<file path="src/rtl/wrrq_pkg.sv">
// Package for the weighted round-robin run queue.
// Holds field widths, function codes and the request/response beat types.
// No dependencies.
package wrrq_pkg;

  // Field widths
  localparam int TASK_W  = 6;
  localparam int WGT_W   = 5;
  localparam int SLICE_W = 13;
  localparam int CNT_W   = 7;
  localparam int TOT_W   = 11;
  localparam int UNIT_W  = 8;
  localparam int FUNC_W  = 3;

  // Defaults
  localparam int                MAX_TASKS_DEF  = 64;
  localparam logic [UNIT_W-1:0] SLICE_UNIT_RST = 8'd10;

  // Function codes
  localparam logic [FUNC_W-1:0] FN_ENQ   = 3'd0;
  localparam logic [FUNC_W-1:0] FN_DEQ   = 3'd1;
  localparam logic [FUNC_W-1:0] FN_YIELD = 3'd2;
  localparam logic [FUNC_W-1:0] FN_PICK  = 3'd3;
  localparam logic [FUNC_W-1:0] FN_TICK  = 3'd4;

  // Request beat
  typedef struct packed {
    logic [FUNC_W-1:0] func;
    logic [TASK_W-1:0] task_id;
    logic [WGT_W-1:0]  weight;
    logic [TASK_W-1:0] prev_task;
    logic              prev_valid;
    logic              current_is_member;
  } req_t;

  // Response beat
  typedef struct packed {
    logic [TASK_W-1:0] next_task;
    logic              next_valid;
    logic              resched;
    logic [CNT_W-1:0]  queue_count;
    logic [TOT_W-1:0]  weight_total;
  } rsp_t;

endpackage

</file>
<file path="src/rtl/weighted_round_robin_run_queue.sv">
// Weighted round-robin run queue, top level.
// Depends on wrrq_pkg.
//
// Usage:
//   req channel (req_valid / req_stall / req) carries one command beat:
//   enqueue, dequeue, yield, pick next or tick. rsp channel (rsp_valid /
//   rsp_stall / rsp) returns exactly one beat per command with the picked
//   task, the reschedule flag, the queue count and the total weight.
//   cfg_wr_en / cfg_wr_data write the slice unit; write it only while idle.
// Sequencing:
//   A command is taken in idle, updated in the execute state, then issues its
//   link-memory writes (0 to 4) one at a time through the single link write port.
//   The response register loads as the last execute or write state ends.
// Reset:
//   Synchronous, active high; req_stall is held high. Clears the queue, head,
//   tail, count and total and sets the slice unit to 10. Link and task
//   memories are not cleared; no clearing pass is needed.
// Stall:
//   A finished beat waits in the output register while rsp_stall is high;
//   the next command is still taken and its result held until it frees.
module weighted_round_robin_run_queue #(
  parameter int MAX_TASKS = wrrq_pkg::MAX_TASKS_DEF
) (
  input  logic                          clk,
  input  logic                          rst,
  input  logic                          req_valid,
  output logic                          req_stall,
  input  wrrq_pkg::req_t                req,
  output logic                          rsp_valid,
  input  logic                          rsp_stall,
  output wrrq_pkg::rsp_t                rsp,
  input  logic                          cfg_wr_en,
  input  logic [wrrq_pkg::UNIT_W-1:0]   cfg_wr_data
);
  import wrrq_pkg::*;

  // Ids above 63 cannot occur, so storage stops there
  localparam int DEPTH  = (MAX_TASKS < (1 << TASK_W)) ? MAX_TASKS : (1 << TASK_W);
  localparam int ADDR_W = $clog2(DEPTH);

  // Pending link write slots, issued in this order
  localparam int PW_CN   = 0;  // next of predecessor
  localparam int PW_CP   = 1;  // prev of successor
  localparam int PW_TN   = 2;  // next of old tail
  localparam int PW_SELF = 3;  // both links of the moved or appended task
  localparam int PW_N    = 4;

  typedef struct packed {
    logic [TASK_W-1:0] nxt;
    logic [TASK_W-1:0] prv;
  } link_t;

  typedef struct packed {
    logic [WGT_W-1:0]   wgt;
    logic [SLICE_W-1:0] slc;
  } tdat_t;

  typedef enum logic [1:0] {
    ST_IDLE,
    ST_EXEC,
    ST_WRITE,
    ST_OUT
  } state_t;

  state_t state;

  // Control and queue state
  logic [UNIT_W-1:0]  slice_unit;
  logic [DEPTH-1:0]   queued;
  logic [TASK_W-1:0]  head;
  logic [TASK_W-1:0]  tail;
  logic [CNT_W-1:0]   cnt;
  logic [TOT_W-1:0]   tot;
  req_t               cur;
  rsp_t               res;
  logic [PW_N-1:0]    pend;
  logic [TASK_W-1:0]  wr_p;
  logic [TASK_W-1:0]  wr_n;
  logic [TASK_W-1:0]  wr_tail;
  logic [TASK_W-1:0]  wr_t;
  logic [TASK_W-1:0]  wr_sprev;

  // Memories
  link_t link_mem [DEPTH];
  tdat_t tdat_mem [DEPTH];
  link_t lk_rd;
  tdat_t dat_rd;

  logic               accept;
  logic [TASK_W-1:0]  rd_id;
  logic               out_free;

  assign req_stall = rst || (state != ST_IDLE);
  assign accept    = req_valid && !req_stall;
  assign rd_id     = (req.func == FN_PICK) ? req.prev_task : req.task_id;
  assign out_free  = !rsp_valid || !rsp_stall;

  // Command decode and queue update, evaluated in the execute cycle
  logic [TASK_W-1:0]  t_id;
  logic [ADDR_W-1:0]  t_ix;
  logic               ok;
  logic               q;
  logic               is_head;
  logic               is_tail;
  logic               move;
  logic [WGT_W-1:0]   mul_w;
  logic [SLICE_W-1:0] load;
  logic [SLICE_W-1:0] dec;
  logic [TASK_W-1:0]  head_next;
  logic [TASK_W-1:0]  tail_next;
  logic [CNT_W-1:0]   cnt_next;
  logic [TOT_W-1:0]   tot_next;
  logic [PW_N-1:0]    pend_next;
  logic [TASK_W-1:0]  wr_sprev_next;
  logic               q_set;
  logic               q_clr;
  logic               dat_we;
  tdat_t              dat_wd;
  rsp_t               res_next;

  always_comb begin
    t_id          = (cur.func == FN_PICK) ? cur.prev_task : cur.task_id;
    t_ix          = t_id[ADDR_W-1:0];
    ok            = int'(t_id) < MAX_TASKS;
    q             = queued[t_ix];
    is_head       = (t_id == head);
    is_tail       = (t_id == tail);
    mul_w         = (cur.func == FN_ENQ) ? cur.weight : dat_rd.wgt;
    load          = SLICE_W'(mul_w) * SLICE_W'(slice_unit);
    dec           = dat_rd.slc - SLICE_W'(1);
    move          = 1'b0;
    head_next     = head;
    tail_next     = tail;
    cnt_next      = cnt;
    tot_next      = tot;
    pend_next     = '0;
    wr_sprev_next = tail;
    q_set         = 1'b0;
    q_clr         = 1'b0;
    dat_we        = 1'b0;
    dat_wd        = dat_rd;
    res_next      = '0;

    case (cur.func)
      FN_ENQ: begin
        if (ok && !q) begin
          pend_next[PW_SELF] = 1'b1;
          if (cnt != '0) begin
            pend_next[PW_TN] = 1'b1;
          end else begin
            head_next     = t_id;
            wr_sprev_next = t_id;
          end
          tail_next = t_id;
          q_set     = 1'b1;
          dat_we    = 1'b1;
          dat_wd    = '{wgt: cur.weight, slc: load};
          cnt_next  = cnt + CNT_W'(1);
          tot_next  = tot + TOT_W'(cur.weight);
        end
      end
      FN_DEQ: begin
        if (ok && q) begin
          if (is_head) head_next = lk_rd.nxt;
          else         pend_next[PW_CN] = 1'b1;
          if (is_tail) tail_next = lk_rd.prv;
          else         pend_next[PW_CP] = 1'b1;
          q_clr    = 1'b1;
          cnt_next = cnt - CNT_W'(1);
          tot_next = tot - TOT_W'(dat_rd.wgt);
        end
      end
      FN_YIELD: begin
        move = ok && q && !is_tail;
      end
      FN_PICK: begin
        move = cur.prev_valid && ok && q && !is_tail;
      end
      FN_TICK: begin
        if (ok && cur.current_is_member) begin
          dat_we = 1'b1;
          if (dec == '0) begin
            dat_wd.slc = load;
            if (q && cnt >= CNT_W'(2)) begin
              res_next.resched = 1'b1;
              move             = !is_tail;
            end
          end else begin
            dat_wd.slc = dec;
          end
        end
      end
      default: begin
      end
    endcase

    // Move the task to the tail: unlink, then append
    if (move) begin
      if (is_head) head_next = lk_rd.nxt;
      else         pend_next[PW_CN] = 1'b1;
      pend_next[PW_CP]   = 1'b1;
      pend_next[PW_TN]   = 1'b1;
      pend_next[PW_SELF] = 1'b1;
      wr_sprev_next      = tail;
      tail_next          = t_id;
    end

    // Pick reports the head after any requeue
    if (cur.func == FN_PICK && cnt != '0) begin
      res_next.next_task  = head_next;
      res_next.next_valid = 1'b1;
    end
    res_next.queue_count  = cnt_next;
    res_next.weight_total = tot_next;
  end

  // Link write port: one pending write per cycle
  logic              lk_we_n;
  logic              lk_we_p;
  logic [TASK_W-1:0] lk_wa;
  logic [TASK_W-1:0] lk_wn;
  logic [TASK_W-1:0] lk_wp;
  logic [PW_N-1:0]   pend_left;

  always_comb begin
    lk_we_n   = 1'b0;
    lk_we_p   = 1'b0;
    lk_wa     = wr_t;
    lk_wn     = wr_t;
    lk_wp     = wr_sprev;
    pend_left = pend;
    if (state == ST_WRITE) begin
      if (pend[PW_CN]) begin
        lk_we_n          = 1'b1;
        lk_wa            = wr_p;
        lk_wn            = wr_n;
        pend_left[PW_CN] = 1'b0;
      end else if (pend[PW_CP]) begin
        lk_we_p          = 1'b1;
        lk_wa            = wr_n;
        lk_wp            = wr_p;
        pend_left[PW_CP] = 1'b0;
      end else if (pend[PW_TN]) begin
        lk_we_n          = 1'b1;
        lk_wa            = wr_tail;
        lk_wn            = wr_t;
        pend_left[PW_TN] = 1'b0;
      end else if (pend[PW_SELF]) begin
        lk_we_n            = 1'b1;
        lk_we_p            = 1'b1;
        pend_left[PW_SELF] = 1'b0;
      end
    end
  end

  // Load the response register once the last write is done and it is free
  logic rsp_load;

  assign rsp_load = out_free && ((state == ST_EXEC && pend_next == '0) ||
                                 (state == ST_WRITE && pend_left == '0) ||
                                 (state == ST_OUT));

  // Link memory: field write enables, registered read on accept
  always_ff @(posedge clk) begin
    if (lk_we_n) link_mem[lk_wa[ADDR_W-1:0]].nxt <= lk_wn;
    if (lk_we_p) link_mem[lk_wa[ADDR_W-1:0]].prv <= lk_wp;
    if (accept)  lk_rd <= link_mem[rd_id[ADDR_W-1:0]];
  end

  // Task data memory: weight and slice, written in the execute cycle
  always_ff @(posedge clk) begin
    if (state == ST_EXEC && dat_we) tdat_mem[t_ix] <= dat_wd;
    if (accept)                     dat_rd <= tdat_mem[rd_id[ADDR_W-1:0]];
  end

  // Sequencer, queue registers and response register
  always_ff @(posedge clk) begin
    if (rst) begin
      state      <= ST_IDLE;
      slice_unit <= SLICE_UNIT_RST;
      queued     <= '0;
      head       <= '0;
      tail       <= '0;
      cnt        <= '0;
      tot        <= '0;
      pend       <= '0;
      rsp_valid  <= 1'b0;
    end else begin
      if (cfg_wr_en) slice_unit <= cfg_wr_data;
      // load a finished beat, else drop a taken one
      if (rsp_load)                     rsp_valid <= 1'b1;
      else if (rsp_valid && !rsp_stall) rsp_valid <= 1'b0;

      unique case (state)
        ST_IDLE: begin
          if (accept) begin
            cur   <= req;
            state <= ST_EXEC;
          end
        end
        ST_EXEC: begin
          head     <= head_next;
          tail     <= tail_next;
          cnt      <= cnt_next;
          tot      <= tot_next;
          if (q_set) queued[t_ix] <= 1'b1;
          if (q_clr) queued[t_ix] <= 1'b0;
          pend     <= pend_next;
          wr_p     <= lk_rd.prv;
          wr_n     <= lk_rd.nxt;
          wr_tail  <= tail;
          wr_t     <= t_id;
          wr_sprev <= wr_sprev_next;
          res      <= res_next;
          if (pend_next != '0) begin
            state <= ST_WRITE;
          end else if (out_free) begin
            rsp   <= res_next;
            state <= ST_IDLE;
          end else begin
            state <= ST_OUT;
          end
        end
        ST_WRITE: begin
          pend <= pend_left;
          if (pend_left == '0) begin
            if (out_free) begin
              rsp   <= res;
              state <= ST_IDLE;
            end else begin
              state <= ST_OUT;
            end
          end
        end
        ST_OUT: begin
          if (out_free) begin
            rsp   <= res;
            state <= ST_IDLE;
          end
        end
        default: begin
          state <= ST_IDLE;
        end
      endcase
    end
  end

endmodule

</file>
<file path="config.mk">
export PLATFORM = sky130hd
export DESIGN_NAME = weighted_round_robin_run_queue
export DESIGN_NICKNAME = d
export VERILOG_FILES = /design/src/rtl/wrrq_pkg.sv /design/src/rtl/weighted_round_robin_run_queue.sv
export SDC_FILE = /design/constraint.sdc
export NUM_CORES = 2
export LEC_CHECK = 0
export BUFFER_PORTS_ARGS = -buffer_cell sky130_fd_sc_hd__buf_2
export CAP_MARGIN = 20
export CELL_PAD_IN_SITES_DETAIL_PLACEMENT = 0
export CELL_PAD_IN_SITES_GLOBAL_PLACEMENT = 1
export CORE_MARGIN = 3
export CORE_UTILIZATION = 50
export CTS_CLUSTER_SIZE = 14
export DETAILED_ROUTE_END_ITERATION = 7
export PLACE_DENSITY_LB_ADDON = 0.12
export RECOVER_POWER = 100
export SKIP_LAST_GASP = 1
export SLEW_MARGIN = 20
export SYNTH_ARGS = -nofsm -noshare
export SYNTH_HDL_FRONTEND = slang
export SYNTH_SLANG_ARGS = --single-unit
export TNS_END_PERCENT = 100
</file>
<file path="constraint.sdc">
create_clock -name clk -period 10.8 [get_ports clk]
set_input_delay 2.7 -clock clk [delete_from_list [all_inputs] [get_ports clk]]
set_output_delay 2.7 -clock clk [all_outputs]
set_load 0.1 [all_outputs]
</file>
==> results.ini <==
[worst_setup_path]
crit_path_start_kind = input port
timing_worst_setup_path_type = input port to register
crit_arrival_ns = 9.44
r2r_slack_ns = 2.01
critPathRequiredTime_ns = 11.35
critical_path.max_fanout = 93
timing.rr.end = tdat_mem[30][7]$_DFFE_PP_
r2r_cells = 14
crit_path_end_kind = register
reg2reg_from = cur[21]$_DFFE_PP_

[logic_synthesis]
synth_edf_count = 2054
ys_types = 90
synthArstFlopShare = 0
synth.ff_latch_count = 2163
ys.flop_type = edfxtp_1
yosys-top-cells-area = edfxtp_1 68%, nand2_1 8.4%, a311oi_1 2.8%
synth_top_area_cell = edfxtp_1
netlist_area_um2 = 91200
syn-mean-instance-area_um2 = 12.3
yosysSeqAreaShare = 0.700
syn-num-nets = 7483
synthCells = 7387
yosys_warnings = 0
yosysTopAreaCellShare = 0.677

[global_routing]
grt_max_degree = 164
grt_usage = 0.265
grt_first_pass_wirelength_um = 373000
overflow = 0
grt_antenna_before_repair = 4
grt_pass1_vias = 56783

[timing]
fin_setup_tns_ns = 0
clock_skew_ns = 0.0456
period_share = 0.823
worst_pin_slew_ns = 3.41
timing.fmax_mhz = 112
relSlewSlack = -1.28
fin_crit_ns = 8.89
grt_setup_unrepaired = false
slew_violations = 1359
hold_violations = 0
setup_violations = 0

[power]
p_comb_frac = 0.111
powerDensity_nw_per_um2 = 191
intPower_w = 0.0143
irDropWorstVdd_v = 0.000141
p_leak_nw = 34.2
power_switching_w = 0.00489
netSwitchingFraction = 0.254
seq_power_share = 0.500
p_clk_frac = 0.390

[clocking]
cts_resized = 0
root_buffer = clkbuf_16
numCtsBuffers = 219
clock_path_buffers = 3
postCtsSetupBuffers = 0
h-tree-depth = 4
cts_hold_buffers = 0
clkTransAtPathRegs_ns = 0.06
insertion_delay_ns = 0.86
clock_sinks = 2163
cts_tree = yes

[detailed_routing]
drt_first_iter_violations = 6584
drc_errors = 0
antenna_left = 0
wl_per_cell_um = 25.6
viasPerCell = 6.10
drt-total-wl_um = 252000
first_pass_iters = 5
vias = 60106

[floorplan]
core_area_um2 = 181000
fp.dieArea_um2 = 188000
rows = 156
io_pins = 63
dieHeight_um = 433
die_w_um = 433
initial_core_util = 0.504

[worst_hold_path]
holdPathEnd = queued[29]$_SDFFE_PP0P_
min_path_type = register to register
hold_path.startpoint = queued[29]$_SDFFE_PP0P_
holdPathStages = 2

[final_layout]
diodes = 0
fillers = 14995
area.growth.synth_to_final_pct = 10.6
nets = 7393
final_util = 0.557
finalInstanceArea_um2 = 101000
drive_gt1_frac = 0.0748
final_cells = 9852

[place]
dp_hpwl_um = 141000
place.gp.congestion = 0.848
numPortBuffers = 62
dp_cells = 9446
place_area_um2 = 94400

[status]
violations = capacitance limit, slew limit
status = finished with violations

[job]
maxCapViolCount = 30

-- synth_stat cells (8+ instances only) --
cell	instances
a211oi_1	241
nand2b_1	15
a31oi_1	306
o22ai_1	21
nor3_1	77
and3_1	375
o21ai_1	12
mux2_2	35
fa_1	20
or3_1	11
a21oi_1	187
and2_1	26
a221o_1	10
edfxtp_1	2054
a311oi_1	289
mux2i_1	36
a21o_1	16
xnor2_1	31
o21ai_0	50
buf_1	37
nand3_1	282
nand2_1	2046
buf_2	43
clkbuf_1	449
nor4_1	33
ha_1	41
nor2b_1	29
nor2_1	251
dfxtp_1	109
xor2_1	13
inv_1	70
a22o_1	8
a22oi_1	14
or2_2	9
-- routing by layer --
metal	up-vias	wire length [µm]	track usage
met4	0	6850	0.0745
met2	2219	114000	0.405
met1	30225	112000	0.392
met5	-	0	0
li1	27292	-	-
met3	370	19400	0.0446
-- flip-flops by register name (all words and copies together) (netlist names), 7 cells and up --
signal and flops:
cnt 7, cur 22, dat_rd 18, link_mem 768, lk_rd 12, queued 64
res 26, rsp 26, slice_unit 8, tdat_mem 1152, tot 11
-- final cells by class --
cell class	instances	area (µm²)	area share
multi-input cells	4606	25000	0.248
inverters	75	283	0.00280
clock buffers	263	5790	0.0575
flip-flops and latches	2163	63900	0.633
clock inverters	143	1310	0.0130
well taps	2370	2970	0.0294
repair buffers	232	1600	0.0158
-- kinds of logic after synthesis --
kind of cell,synth area share
xor gates and xnor gates,0.00441
muxes,0.00958
buffers and inverters,0.0269
adders and majority gates,0.0100
and+or+nand+nor,0.153
DFF,0.700
AOI/OAI and AO/OA,0.0959
-- per-stage QoR --
step | setup slack, ns | total power (W) | hold WS, ns
4_1_cts | 3.97 | 0.0194 | 0.516
3_5_place_dp | 3.61 | 0.0119 | 0.502
6_report | 1.91 | 0.0192 | 0.514
2_1_floorplan | 3.04 | 0.0111 | 0.426
5_1_grt | 1.79 | 0.0199 | 0.530
3_3_place_gp | 3.48 | 0.0119 | 0.478
-- power groups by stage --
stage	clock [W]	combinational (W)	sequential, W
after floorplan	0	0.00126	0.00984
after global placement	0	0.00213	0.00976
after detailed placement	0	0.00215	0.00976
after CTS	0.00762	0.00216	0.00959
after global routing	0.00795	0.00230	0.00962
final	0.00750	0.00213	0.00961
-- worst max-delay path, cell delays in order --
cell	delay, ns
clkbuf_1	0.25
nand3b_1	0.15
buf_4	0.31
mux2_8	0.72
clkbuf_1	2.18
clkbuf_1	1.19
a31oi_1	0.22
a211oi_1	0.50
a21oi_1	0.10
a211oi_1	0.86
a21oi_1	0.13
-- cell usage in the layout (no fill, tap or decap), types with 26 or more instances in the layout --
master	count
edfxtp_1	2054
nand2_1	2045
and3_1	375
a31oi_1	305
a311oi_1	289
nand3_1	282
nor2_1	245
a211oi_1	240
clkbuf_16	224
a21oi_1	190
buf_4	123
clkbuf_1	112
dfxtp_1	109
nor3_1	77
inv_1	69
clkinv_1	63
o21ai_0	51
clkinv_2	45
ha_1	41
nor4_1	32
mux2i_1	31
xnor2_1	31
nor2b_1	29
mux2_2	26
-- worst max path at each step --
stage | cells past startpoint | start | slack (ns) | end
after global routing | 14 | cur[21]$_DFFE_PP_ | 1.79 | tdat_mem[30][7]$_DFFE_PP_
after floorplan | 21 | cur[19]$_DFFE_PP_ | 3.04 | tdat_mem[0][8]$_DFFE_PP_
after global placement | 11 | req[21] | 3.48 | dat_rd[0]$_DFFE_PP_
after detailed placement | 11 | req[21] | 3.61 | dat_rd[16]$_DFFE_PP_
after CTS | 21 | cur[19]$_DFFE_PP_ | 3.97 | tdat_mem[37][12]$_DFFE_PP_
final | 11 | req[21] | 1.91 | dat_rd[17]$_DFFE_PP_
No activity file was read; power rests on OpenSTA's default activity.
